### config.mk
export PLATFORM = sky130hd
export DESIGN_NAME = task_scheduler_rr_priority
export DESIGN_NICKNAME = d
export VERILOG_FILES = /design/src/tsrr_pkg.sv /design/src/tsrr_datapath.sv /design/src/tsrr_ctrl.sv /design/src/task_scheduler_rr_priority.sv
export VERILOG_INCLUDE_DIRS = /design/src /design/src/src
export SDC_FILE = /design/constraint.sdc
export NUM_CORES = 1
export LEC_CHECK = 0
export BUFFER_PORTS_ARGS = -buffer_cell sky130_fd_sc_hd__buf_2
export CAP_MARGIN = 15
export CELL_PAD_IN_SITES_DETAIL_PLACEMENT = 1
export CELL_PAD_IN_SITES_GLOBAL_PLACEMENT = 1
export CORE_ASPECT_RATIO = 1.4
export CORE_UTILIZATION = 53
export CTS_CLUSTER_SIZE = 30
export DETAILED_ROUTE_END_ITERATION = 10
export GPL_TIMING_DRIVEN = 0
export HOLD_SLACK_MARGIN = 0.03
export PLACE_DENSITY_LB_ADDON = 0.05
export SYNTH_ARGS = -nofsm -noshare
export SYNTH_HDL_FRONTEND = slang
export SYNTH_HIERARCHICAL = 1
export SYNTH_SLANG_ARGS = --single-unit
### constraint.sdc
create_clock -name clk -period 3.8 [get_ports clk]
set_input_delay 0.38 -clock clk [delete_from_list [all_inputs] [get_ports clk]]
set_output_delay 0.38 -clock clk [all_outputs]
set_load 0.01 [all_outputs]
### src/task_scheduler_rr_priority_assert.svh
// ----------------------------------------------------------------------------
// Task scheduler assertion macros
// Concurrent assertion wrappers; they compile to nothing when SYNTHESIS is set.
// ----------------------------------------------------------------------------
`ifndef TASK_SCHEDULER_RR_PRIORITY_ASSERT_SVH
`define TASK_SCHEDULER_RR_PRIORITY_ASSERT_SVH

`ifndef SYNTHESIS
// Same-cycle implication.
`define TSRR_ASSERT_NOW(label, clk, rst, ante, cons) \
  label: assert property (@(posedge clk) disable iff (rst) (ante) |-> (cons)) \
    else $error("task scheduler assertion failed");
// Next-cycle implication.
`define TSRR_ASSERT_NXT(label, clk, rst, ante, cons) \
  label: assert property (@(posedge clk) disable iff (rst) (ante) |=> (cons)) \
    else $error("task scheduler assertion failed");
`else
`define TSRR_ASSERT_NOW(label, clk, rst, ante, cons)
`define TSRR_ASSERT_NXT(label, clk, rst, ante, cons)
`endif

`endif

### src/tsrr_pkg.sv
// ----------------------------------------------------------------------------
// Task scheduler package
// Shared constants, field positions and the controller/datapath interface.
// ----------------------------------------------------------------------------
package tsrr_pkg;

  localparam int DEF_NUM_TASKS      = 8;
  localparam int DEF_NUM_PRIORITIES = 8;

  localparam int CFG_IDX_W   = 1;
  localparam int CFG_DATA_W  = 4;
  localparam int COUNT_W     = 4;
  localparam int SLOT_W      = 3;
  localparam int PRI_REQ_W   = 3;
  localparam int TASK_OUT_W  = 3;
  localparam int IN_DATA_W   = 8;
  localparam int OUT_DATA_W  = 8;

  // Field positions inside the input tdata word.
  localparam int SLOT_LSB  = 0;
  localparam int READY_BIT = 3;
  localparam int PRI_LSB   = 4;

  localparam logic [CFG_IDX_W-1:0] REG_MODE  = 1'b0;
  localparam logic [CFG_IDX_W-1:0] REG_COUNT = 1'b1;

  localparam logic CMD_WRITE = 1'b0;
  localparam logic CMD_SCHED = 1'b1;

  localparam logic MODE_RR   = 1'b0;
  localparam logic MODE_PRIO = 1'b1;

  localparam logic [COUNT_W-1:0] COUNT_RESET = 4'd8;

  // What one pass of the slot scanner evaluates.
  typedef enum logic [1:0] {
    SCAN_RR,
    SCAN_MIN,
    SCAN_MATCH
  } scan_kind_t;

  typedef struct packed {
    logic       wr;
    logic       ld_rr;
    logic       ld_lp;
    logic       reduce;
    logic       start;
    scan_kind_t kind;
    logic       step;
    logic       commit;
  } dp_cmd_t;

  typedef struct packed {
    logic mode;
    logic x_ge_n;
    logic rem_zero;
    logic min_found;
    logic out_busy;
  } dp_stat_t;

endpackage

### src/tsrr_datapath.sv
// ----------------------------------------------------------------------------
// Task scheduler datapath
// Slot table, last-pick memory, start reduction, slot scanner and result register.
// ----------------------------------------------------------------------------
`include "task_scheduler_rr_priority_assert.svh"

module tsrr_datapath #(
  parameter int NUM_TASKS      = tsrr_pkg::DEF_NUM_TASKS,
  parameter int NUM_PRIORITIES = tsrr_pkg::DEF_NUM_PRIORITIES
) (
  input  logic                             clk,
  input  logic                             rst,
  input  logic                             cfg_wr_en,
  input  logic [tsrr_pkg::CFG_IDX_W-1:0]   cfg_addr,
  input  logic [tsrr_pkg::CFG_DATA_W-1:0]  cfg_wdata,
  input  logic [tsrr_pkg::IN_DATA_W-1:0]   in_data,
  input  logic                             out_ready,
  input  tsrr_pkg::dp_cmd_t                cmd,
  output tsrr_pkg::dp_stat_t               stat,
  output logic                             out_valid,
  output logic [tsrr_pkg::TASK_OUT_W-1:0]  out_task
);

  localparam int TW = $clog2(NUM_TASKS);
  localparam int CW = $clog2(NUM_TASKS + 1);
  localparam int PW = $clog2(NUM_PRIORITIES);

  logic                          mode;
  logic [tsrr_pkg::COUNT_W-1:0]  count;
  logic [NUM_TASKS-1:0]          task_ready;
  logic [PW-1:0]                 prio_mem [NUM_TASKS];
  logic [TW-1:0]                 lp_mem [NUM_PRIORITIES];
  logic [NUM_PRIORITIES-1:0]     lp_vld;
  logic [TW-1:0]                 cur;
  logic [CW-1:0]                 x;
  logic [TW-1:0]                 idx;
  logic [CW-1:0]                 rem;
  tsrr_pkg::scan_kind_t          kind;
  logic                          s_valid;
  logic [TW-1:0]                 s_idx;
  logic                          s_rdy;
  logic [PW-1:0]                 pri_q;
  logic [PW-1:0]                 best;
  logic                          min_found;
  logic                          hit_found;
  logic [TW-1:0]                 hit;
  logic [TW-1:0]                 lp_q;
  logic                          lp_v_q;

  logic [CW-1:0]  n;
  logic [7:0]     count_ext;
  logic [6:0]     slot_ext;
  logic           slot_ok;
  logic [TW-1:0]  slot_idx;
  logic [8:0]     pri_ext;
  logic [PW-1:0]  pri_clamped;
  logic [TW-1:0]  idx_next;
  logic [TW-1:0]  pick;
  logic [6:0]     pick_ext;
  logic           lp_we;

  // Slots in use: a count of zero acts as one, a count above the table as the table.
  assign count_ext = 8'(count);
  always_comb begin
    if (count == '0) begin
      n = CW'(1);
    end else if (count_ext > 8'(NUM_TASKS)) begin
      n = CW'(NUM_TASKS);
    end else begin
      n = CW'(count);
    end
  end

  assign slot_ext    = 7'(in_data[tsrr_pkg::SLOT_LSB +: tsrr_pkg::SLOT_W]);
  assign slot_ok     = slot_ext < 7'(NUM_TASKS);
  assign slot_idx    = slot_ext[TW-1:0];
  assign pri_ext     = 9'(in_data[tsrr_pkg::PRI_LSB +: tsrr_pkg::PRI_REQ_W]);
  assign pri_clamped = (pri_ext >= 9'(NUM_PRIORITIES)) ? PW'(NUM_PRIORITIES - 1)
                                                       : pri_ext[PW-1:0];

  assign idx_next = ((CW'(idx) + CW'(1)) == n) ? '0 : idx + TW'(1);
  assign pick     = hit_found ? hit : '0;
  assign pick_ext = 7'(pick);
  assign lp_we    = cmd.commit && (kind == tsrr_pkg::SCAN_MATCH) && hit_found;

  always_ff @(posedge clk) begin
    if (rst) begin
      mode       <= tsrr_pkg::MODE_RR;
      count      <= tsrr_pkg::COUNT_RESET;
      task_ready <= '0;
      lp_vld     <= '0;
      cur        <= '0;
      kind       <= tsrr_pkg::SCAN_RR;
      s_valid    <= 1'b0;
      min_found  <= 1'b0;
      hit_found  <= 1'b0;
      out_valid  <= 1'b0;
    end else begin
      if (cfg_wr_en && (cfg_addr == tsrr_pkg::REG_MODE)) begin
        mode <= cfg_wdata[0];
      end
      if (cfg_wr_en && (cfg_addr == tsrr_pkg::REG_COUNT)) begin
        count <= cfg_wdata[tsrr_pkg::COUNT_W-1:0];
      end
      if (cmd.wr && slot_ok) begin
        task_ready[slot_idx] <= in_data[tsrr_pkg::READY_BIT];
      end

      s_valid <= cmd.step;

      // Evaluation stage: one slot per cycle behind the address stage.
      if (s_valid) begin
        case (kind)
          tsrr_pkg::SCAN_RR: begin
            if (!hit_found && s_rdy && (s_idx != '0)) begin
              hit_found <= 1'b1;
            end
          end
          tsrr_pkg::SCAN_MIN: begin
            if (s_rdy && (!min_found || (pri_q < best))) begin
              min_found <= 1'b1;
            end
          end
          tsrr_pkg::SCAN_MATCH: begin
            if (!hit_found && s_rdy && (pri_q == best)) begin
              hit_found <= 1'b1;
            end
          end
          default: begin
          end
        endcase
      end

      if (cmd.start) begin
        kind      <= cmd.kind;
        hit_found <= 1'b0;
        if (cmd.kind == tsrr_pkg::SCAN_MIN) begin
          min_found <= 1'b0;
        end
      end

      if (cmd.commit) begin
        cur       <= pick;
        out_valid <= 1'b1;
      end else if (out_ready) begin
        out_valid <= 1'b0;
      end

      if (lp_we) begin
        lp_vld[best] <= 1'b1;
      end
    end
  end

  // Payload registers and memories.
  always_ff @(posedge clk) begin
    if (cmd.wr && slot_ok) begin
      prio_mem[slot_idx] <= pri_clamped;
    end
    pri_q <= prio_mem[idx];

    if (lp_we) begin
      lp_mem[best] <= hit;
    end
    lp_q   <= lp_mem[best];
    lp_v_q <= lp_vld[best];

    if (cmd.ld_rr) begin
      x <= CW'(cur) + CW'(1);
    end else if (cmd.ld_lp) begin
      x <= (lp_v_q ? CW'(lp_q) : CW'(0)) + CW'(1);
    end else if (cmd.reduce) begin
      x <= x - n;
    end

    if (cmd.start) begin
      if (cmd.kind == tsrr_pkg::SCAN_MIN) begin
        idx <= TW'(1);
        rem <= n - CW'(1);
      end else begin
        idx <= x[TW-1:0];
        rem <= n;
      end
    end else if (cmd.step) begin
      idx <= idx_next;
      rem <= rem - CW'(1);
    end

    s_idx <= idx;
    s_rdy <= task_ready[idx];

    if (s_valid) begin
      case (kind)
        tsrr_pkg::SCAN_RR: begin
          if (!hit_found && s_rdy && (s_idx != '0)) begin
            hit <= s_idx;
          end
        end
        tsrr_pkg::SCAN_MIN: begin
          if (s_rdy && (!min_found || (pri_q < best))) begin
            best <= pri_q;
          end
        end
        tsrr_pkg::SCAN_MATCH: begin
          if (!hit_found && s_rdy && (pri_q == best)) begin
            hit <= s_idx;
          end
        end
        default: begin
        end
      endcase
    end

    if (cmd.commit) begin
      out_task <= pick_ext[tsrr_pkg::TASK_OUT_W-1:0];
    end
  end

  assign stat.mode      = mode;
  assign stat.x_ge_n    = x >= n;
  assign stat.rem_zero  = rem == '0;
  assign stat.min_found = min_found;
  assign stat.out_busy  = out_valid && !out_ready;

  // A scan over all slots starts inside the slots in use once the start is reduced.
  `TSRR_ASSERT_NXT(a_start_in_range, clk, rst, cmd.start && (cmd.kind != tsrr_pkg::SCAN_MIN), CW'(idx) < n)
  // The minimum search covers slots 1 and up only.
  `TSRR_ASSERT_NOW(a_min_skips_idle, clk, rst, s_valid && (kind == tsrr_pkg::SCAN_MIN), s_idx != '0)
  // A priority found in the first pass is always found again in the second.
  `TSRR_ASSERT_NOW(a_match_found, clk, rst, cmd.commit && (kind == tsrr_pkg::SCAN_MATCH), hit_found)
  // The task put in charge is the idle slot or a ready one.
  `TSRR_ASSERT_NXT(a_pick_ready, clk, rst, cmd.commit, (cur == '0) || task_ready[cur])

endmodule

### src/tsrr_ctrl.sv
// ----------------------------------------------------------------------------
// Task scheduler controller
// Sequences slot writes, start reduction, scans and the result commit.
// ----------------------------------------------------------------------------
module tsrr_ctrl (
  input  logic               clk,
  input  logic               rst,
  input  logic               in_valid,
  input  logic               in_sched,
  output logic               in_ready,
  input  tsrr_pkg::dp_stat_t stat,
  output tsrr_pkg::dp_cmd_t  cmd
);

  typedef enum logic [3:0] {
    ST_IDLE,
    ST_RR_LOAD,
    ST_MIN_START,
    ST_MIN_SCAN,
    ST_MIN_DRAIN,
    ST_LP_READ,
    ST_LP_LOAD,
    ST_REDUCE,
    ST_SCAN,
    ST_DRAIN,
    ST_EMIT
  } state_t;

  state_t state;
  state_t state_next;
  logic   fire;

  assign in_ready = (state == ST_IDLE);
  assign fire     = in_valid && in_ready;

  always_comb begin
    cmd        = '0;
    cmd.kind   = tsrr_pkg::SCAN_RR;
    state_next = state;
    case (state)
      ST_IDLE: begin
        cmd.wr = fire && (in_sched == tsrr_pkg::CMD_WRITE);
        if (fire && (in_sched == tsrr_pkg::CMD_SCHED)) begin
          state_next = (stat.mode == tsrr_pkg::MODE_PRIO) ? ST_MIN_START : ST_RR_LOAD;
        end
      end
      ST_RR_LOAD: begin
        cmd.ld_rr  = 1'b1;
        state_next = ST_REDUCE;
      end
      ST_MIN_START: begin
        cmd.start  = 1'b1;
        cmd.kind   = tsrr_pkg::SCAN_MIN;
        state_next = ST_MIN_SCAN;
      end
      ST_MIN_SCAN: begin
        cmd.step = !stat.rem_zero;
        if (stat.rem_zero) begin
          state_next = ST_MIN_DRAIN;
        end
      end
      ST_MIN_DRAIN: begin
        state_next = ST_LP_READ;
      end
      ST_LP_READ: begin
        state_next = stat.min_found ? ST_LP_LOAD : ST_EMIT;
      end
      ST_LP_LOAD: begin
        cmd.ld_lp  = 1'b1;
        state_next = ST_REDUCE;
      end
      ST_REDUCE: begin
        cmd.reduce = stat.x_ge_n;
        cmd.start  = !stat.x_ge_n;
        cmd.kind   = (stat.mode == tsrr_pkg::MODE_PRIO) ? tsrr_pkg::SCAN_MATCH
                                                        : tsrr_pkg::SCAN_RR;
        if (!stat.x_ge_n) begin
          state_next = ST_SCAN;
        end
      end
      ST_SCAN: begin
        cmd.step = !stat.rem_zero;
        if (stat.rem_zero) begin
          state_next = ST_DRAIN;
        end
      end
      ST_DRAIN: begin
        state_next = ST_EMIT;
      end
      ST_EMIT: begin
        cmd.commit = !stat.out_busy;
        if (!stat.out_busy) begin
          state_next = ST_IDLE;
        end
      end
      default: begin
        state_next = ST_IDLE;
      end
    endcase
  end

  always_ff @(posedge clk) begin
    if (rst) begin
      state <= ST_IDLE;
    end else begin
      state <= state_next;
    end
  end

endmodule

### src/task_scheduler_rr_priority.sv
// A write item takes effect at its acceptance edge and gives no result.
// Round-robin schedule: load the slot after the current task, subtract the slot count n
// until the start is below n, scan from there; the slot scanner checks one slot a cycle.
// Priority: minimum search; if a task is ready, last-pick load, wraps, match scan; then emit.
// Throughput: the next item is taken the cycle after the commit, which waits for the output.
// Reset (rst, synchronous) clears the ready bits, last-pick marks, current task and mode.
// ----------------------------------------------------------------------------
// Round-robin / priority task scheduler
// Keeps a table of task slots and picks the next running task on request.
// ----------------------------------------------------------------------------
module task_scheduler_rr_priority #(
  parameter int NUM_TASKS      = tsrr_pkg::DEF_NUM_TASKS,
  parameter int NUM_PRIORITIES = tsrr_pkg::DEF_NUM_PRIORITIES
) (
  input  logic                             clk,
  input  logic                             rst,
  // Configuration writes: index 0 is scheduler_mode, index 1 is task_count.
  input  logic                             cfg_wr_en,
  input  logic [tsrr_pkg::CFG_IDX_W-1:0]   cfg_addr,
  input  logic [tsrr_pkg::CFG_DATA_W-1:0]  cfg_wdata,
  // Input items.
  input  logic                             s_axis_tvalid,
  output logic                             s_axis_tready,
  // [2:0] slot, [3] ready_req, [6:4] priority_req, [7] zero
  input  logic [tsrr_pkg::IN_DATA_W-1:0]   s_axis_tdata,
  // [0] cmd: 0 writes a slot, 1 schedules the next task
  input  logic                             s_axis_tuser,
  // Result items.
  output logic                             m_axis_tvalid,
  input  logic                             m_axis_tready,
  // [2:0] running_task, [7:3] zero
  output logic [tsrr_pkg::OUT_DATA_W-1:0]  m_axis_tdata
);

  // The controller walks each schedule request through its phases and drives
  // the datapath by command; the datapath reports back only through status.
  // A result sits in the output register until its transfer, so a new item
  // can be taken while the previous result is still waiting; only the commit
  // of the next result waits for that register to free up.

  tsrr_pkg::dp_cmd_t  cmd;
  tsrr_pkg::dp_stat_t stat;
  logic [tsrr_pkg::TASK_OUT_W-1:0] out_task;

  tsrr_ctrl u_ctrl (
    .clk      (clk),
    .rst      (rst),
    .in_valid (s_axis_tvalid),
    .in_sched (s_axis_tuser),
    .in_ready (s_axis_tready),
    .stat     (stat),
    .cmd      (cmd)
  );

  tsrr_datapath #(
    .NUM_TASKS      (NUM_TASKS),
    .NUM_PRIORITIES (NUM_PRIORITIES)
  ) u_datapath (
    .clk       (clk),
    .rst       (rst),
    .cfg_wr_en (cfg_wr_en),
    .cfg_addr  (cfg_addr),
    .cfg_wdata (cfg_wdata),
    .in_data   (s_axis_tdata),
    .out_ready (m_axis_tready),
    .cmd       (cmd),
    .stat      (stat),
    .out_valid (m_axis_tvalid),
    .out_task  (out_task)
  );

  // The running task sits in the low bits; the rest of the byte is zero.
  assign m_axis_tdata = tsrr_pkg::OUT_DATA_W'(out_task);

endmodule

==> run metrics <==
vias in the first global route 4068; largest area contributor in the netlist edfxtp_1; H-tree levels 4; TritonCTS clock tree yes; number of port buffers 21; clock tree buffer depth 2; dpl hpwl 8.93 mm; # hold bufs at CTS 0; area grow syn2layout 15.6%; mean routed wirelength per cell 20.7 um; CP Capture Type flop; die height 119 um; CTS clk-pin slew, worst paths 0.06 ns; CP endpoint u_datapath/idx[2]; Crit. Startpoint u_datapath/count[1]; Final Wtd Congestion 0.819; GRT overflow 0; pin count of the biggest net entering global routing 17; r2r setup slk 0.74 ns; CP max stage delay 0.46 ns; Cell Pwr Density 663 nW/um^2; status finished, final reports clean; fin crit share 80.6%; Clock Latency Late Sink 0.41 ns; most frequent CP cell nor2_1; Worst Hold Class in -> reg; DRT iter0 DRCs 145; vias per std cell 5.96; Rel. slew slack 45.8%; share of the yosys chip area belonging to registers 56.8%; Crit Path Max Fanout 9; DR pass1 iterations 4; reg2reg start u_datapath/count[1]; ys async rst share 0%; Worst Tran Pin Value 0.814 ns; MaxCap Viol Count 0; row count 42; Ports 29; Via Count 3659; initial antenna violation count 0; # diodes 0; post-cts resize count 0; Die X 85.5 um; first-pass GRT wire length 20.7 mm; synthesized flop and latch total 113; Worst R2R End u_datapath/idx[2]; Clock Sinks 113; top post-synthesis cells by area edfxtp_1 (39%), dfxtp_1 (17%), mux4_1 (3.6%); Worst VDD drop 0.385 mV; worst path cell trace nor2_1 > o21ai_1 > inv_1 > ha_1 > fa_1 > a21boi_0 > o21ai_0 > nand2b_1 > nor2_1 > nor2_1 > nor3_1 > buf_2 > nor3_1 > a21oi_1; post-CTS setup buffers 0; Slew Limit Fails 0; endpoints failing setup 0; Hold Violations, Final 0; RSZ-0062 raised after global routing no; Data required, critical path 3.95 ns; final WL 12.7 mm; critical path arrival 3.22 ns; layout cell share with drive strength beyond 1 18.3%; Initial Util 54.7%; fin nets 523; FF-to-FF path depth 14; post-route minimum period 3.06 ns; Setup CP Type reg -> reg; Post-Synthesis Cells 447; Pleak 2.30 nW; EDFF count, synth 68; core area 9460 sq um; Total GRT Usage 27.4%; DRT antenna net count 0; Yosys cell types 58; ys flop type edfxtp_1; Syn Area/Cell 11.6 sq um; die area 10200 sq um; CP Launch Type flop; Slowest cell on crit path dfxtp_1; maximum clock rate 0.326 GHz; Remaining DRCs 0; Inserted Clock Buffers 17; share of Yosys cell area claimed by the top area cell type 39.4%; power consumption 3.97 mW; clock skew 0.00922 ns; setup_tns 0 ns; root buffer cell clkbuf_16; Syn. warnings 6; Post-Syn Area 5180 sq um
-- cells in the mapped netlist, types with 7 or more instances --
library cell and number:
a21oi_1 20, clkbuf_1 7, dfxtp_1 45, nor2b_1 11
xor2_1 7, a31oi_1 9, nand2b_1 7, mux4_1 7
buf_4 10, mux2i_1 14, nand2_1 46, ha_1 12
and2_1 7, edfxtp_1 68, inv_1 15, buf_2 9
nor2_1 43, nor3_1 9, o21ai_0 19, nand3_1 9
-- metrics by stage --
step / hold slack (ns) / setup slack, ns / cell area [sq um] / std cells / util (%)
final: 0.221 / 0.736 / 5990 / 614 / 63.3
after global routing: 0.218 / 0.443 / 5990 / 614 / 63.3
after CTS: 0.213 / 0.768 / 5990 / 614 / 63.3
after detailed placement: 0.410 / 0.811 / 5440 / 582 / 57.5
after global placement: 0.391 / 0.867 / 5440 / 582 / 57.5
after floorplan: 0.369 / 1.23 / 5190 / 451 / -
-- worst min path at each step --
| stage | startpoint | to | slack [ns] | cells past startpoint |
|---|---|---|---|---|
| after floorplan | u_datapath/idx[1] | u_datapath/s_idx[1] | 0.37 | 0 |
| after global placement | u_datapath/idx[1] | u_datapath/s_idx[1] | 0.39 | 0 |
| after detailed placement | u_datapath/idx[1] | u_datapath/s_idx[1] | 0.41 | 0 |
| after CTS | cfg_wdata[2] | u_datapath/count[2] | 0.21 | 3 |
| after global routing | cfg_wdata[2] | u_datapath/count[2] | 0.22 | 3 |
| final | cfg_wdata[0] | u_datapath/mode | 0.22 | 3 |
-- layout by cell type (no fill, tap or decap), types with 14 or more instances in the layout --
master,netlist,layout
edfxtp_1,68,68
nand2_1,46,46
dfxtp_1,45,45
nor2_1,43,43
buf_2,9,30
a21oi_1,20,20
o21ai_0,19,19
clkbuf_16,0,17
inv_1,15,15
mux2i_1,14,14
-- logic make-up (layout without fill, tap and decap cells) --
| kind of cell | after synthesis | after routing | share of synthesized area, % |
|---|---|---|---|
| compound gates | 75 | 75 | 9.30 |
| other cells | 1 | 5 | 0.0724 |
| fa+ha+maj | 13 | 13 | 3.29 |
| flops | 113 | 113 | 56.8 |
| xor+xnor | 10 | 10 | 1.69 |
| buf+inv | 46 | 99 | 4.74 |
| mux | 29 | 29 | 8.72 |
| simple gates | 160 | 160 | 15.3 |
-- area by class of cell --
type                    count  area [sq um]
inverters                  16          60.1
repair buffers             21           105
plain buffers              30           185
clock buffers              17           425
fillers                   977          3470
clock inverters            15           126
multi-input cells         292          2000
flip-flops and latches    113          2940
well taps                 110           138
-- per-layer routing --
metal,share of wire [%],vias up,routed length [um],global-route usage (%)
li1,-,1716,-,-
met1,39,1844,4900,28.7
met2,56,74,7060,50.9
met3,3.1,25,400,7.48
met4,2.7,0,344,10.7
met5,0,-,0,0
-- critical path: cells and delay by family (launching register included) --
| kind | cells | cell delay, ns |
|---|---|---|
| simple gates | 6 | 0.76 |
| compound gates | 4 | 0.66 |
| fa+ha+maj | 2 | 0.63 |
| flops | 1 | 0.46 |
| buf+inv | 2 | 0.27 |
-- report_power, final --
part | switching (mW) | internal, mW
registers | 0.107 | 1.48
clock network | 0.610 | 0.848
logic | 0.535 | 0.388
total | 1.25 | 2.72
-- state kept, by name, indices dropped and copies added (netlist names), 2 cells and up --
register               flops
u_datapath/count           4
u_datapath/task_ready      8
u_datapath/lp_mem         24
u_datapath/hit             3
u_datapath/best            3
u_datapath/out_task        3
u_datapath/s_idx           3
u_datapath/idx             3
u_datapath/lp_q            3
u_datapath/pri_q           3
u_datapath/lp_vld          8
u_datapath/prio_mem       24
u_datapath/kind            2
u_ctrl/state               4
u_datapath/rem             4
u_datapath/x               4
u_datapath/cur             3
Power figures use the tool's default switching activity.
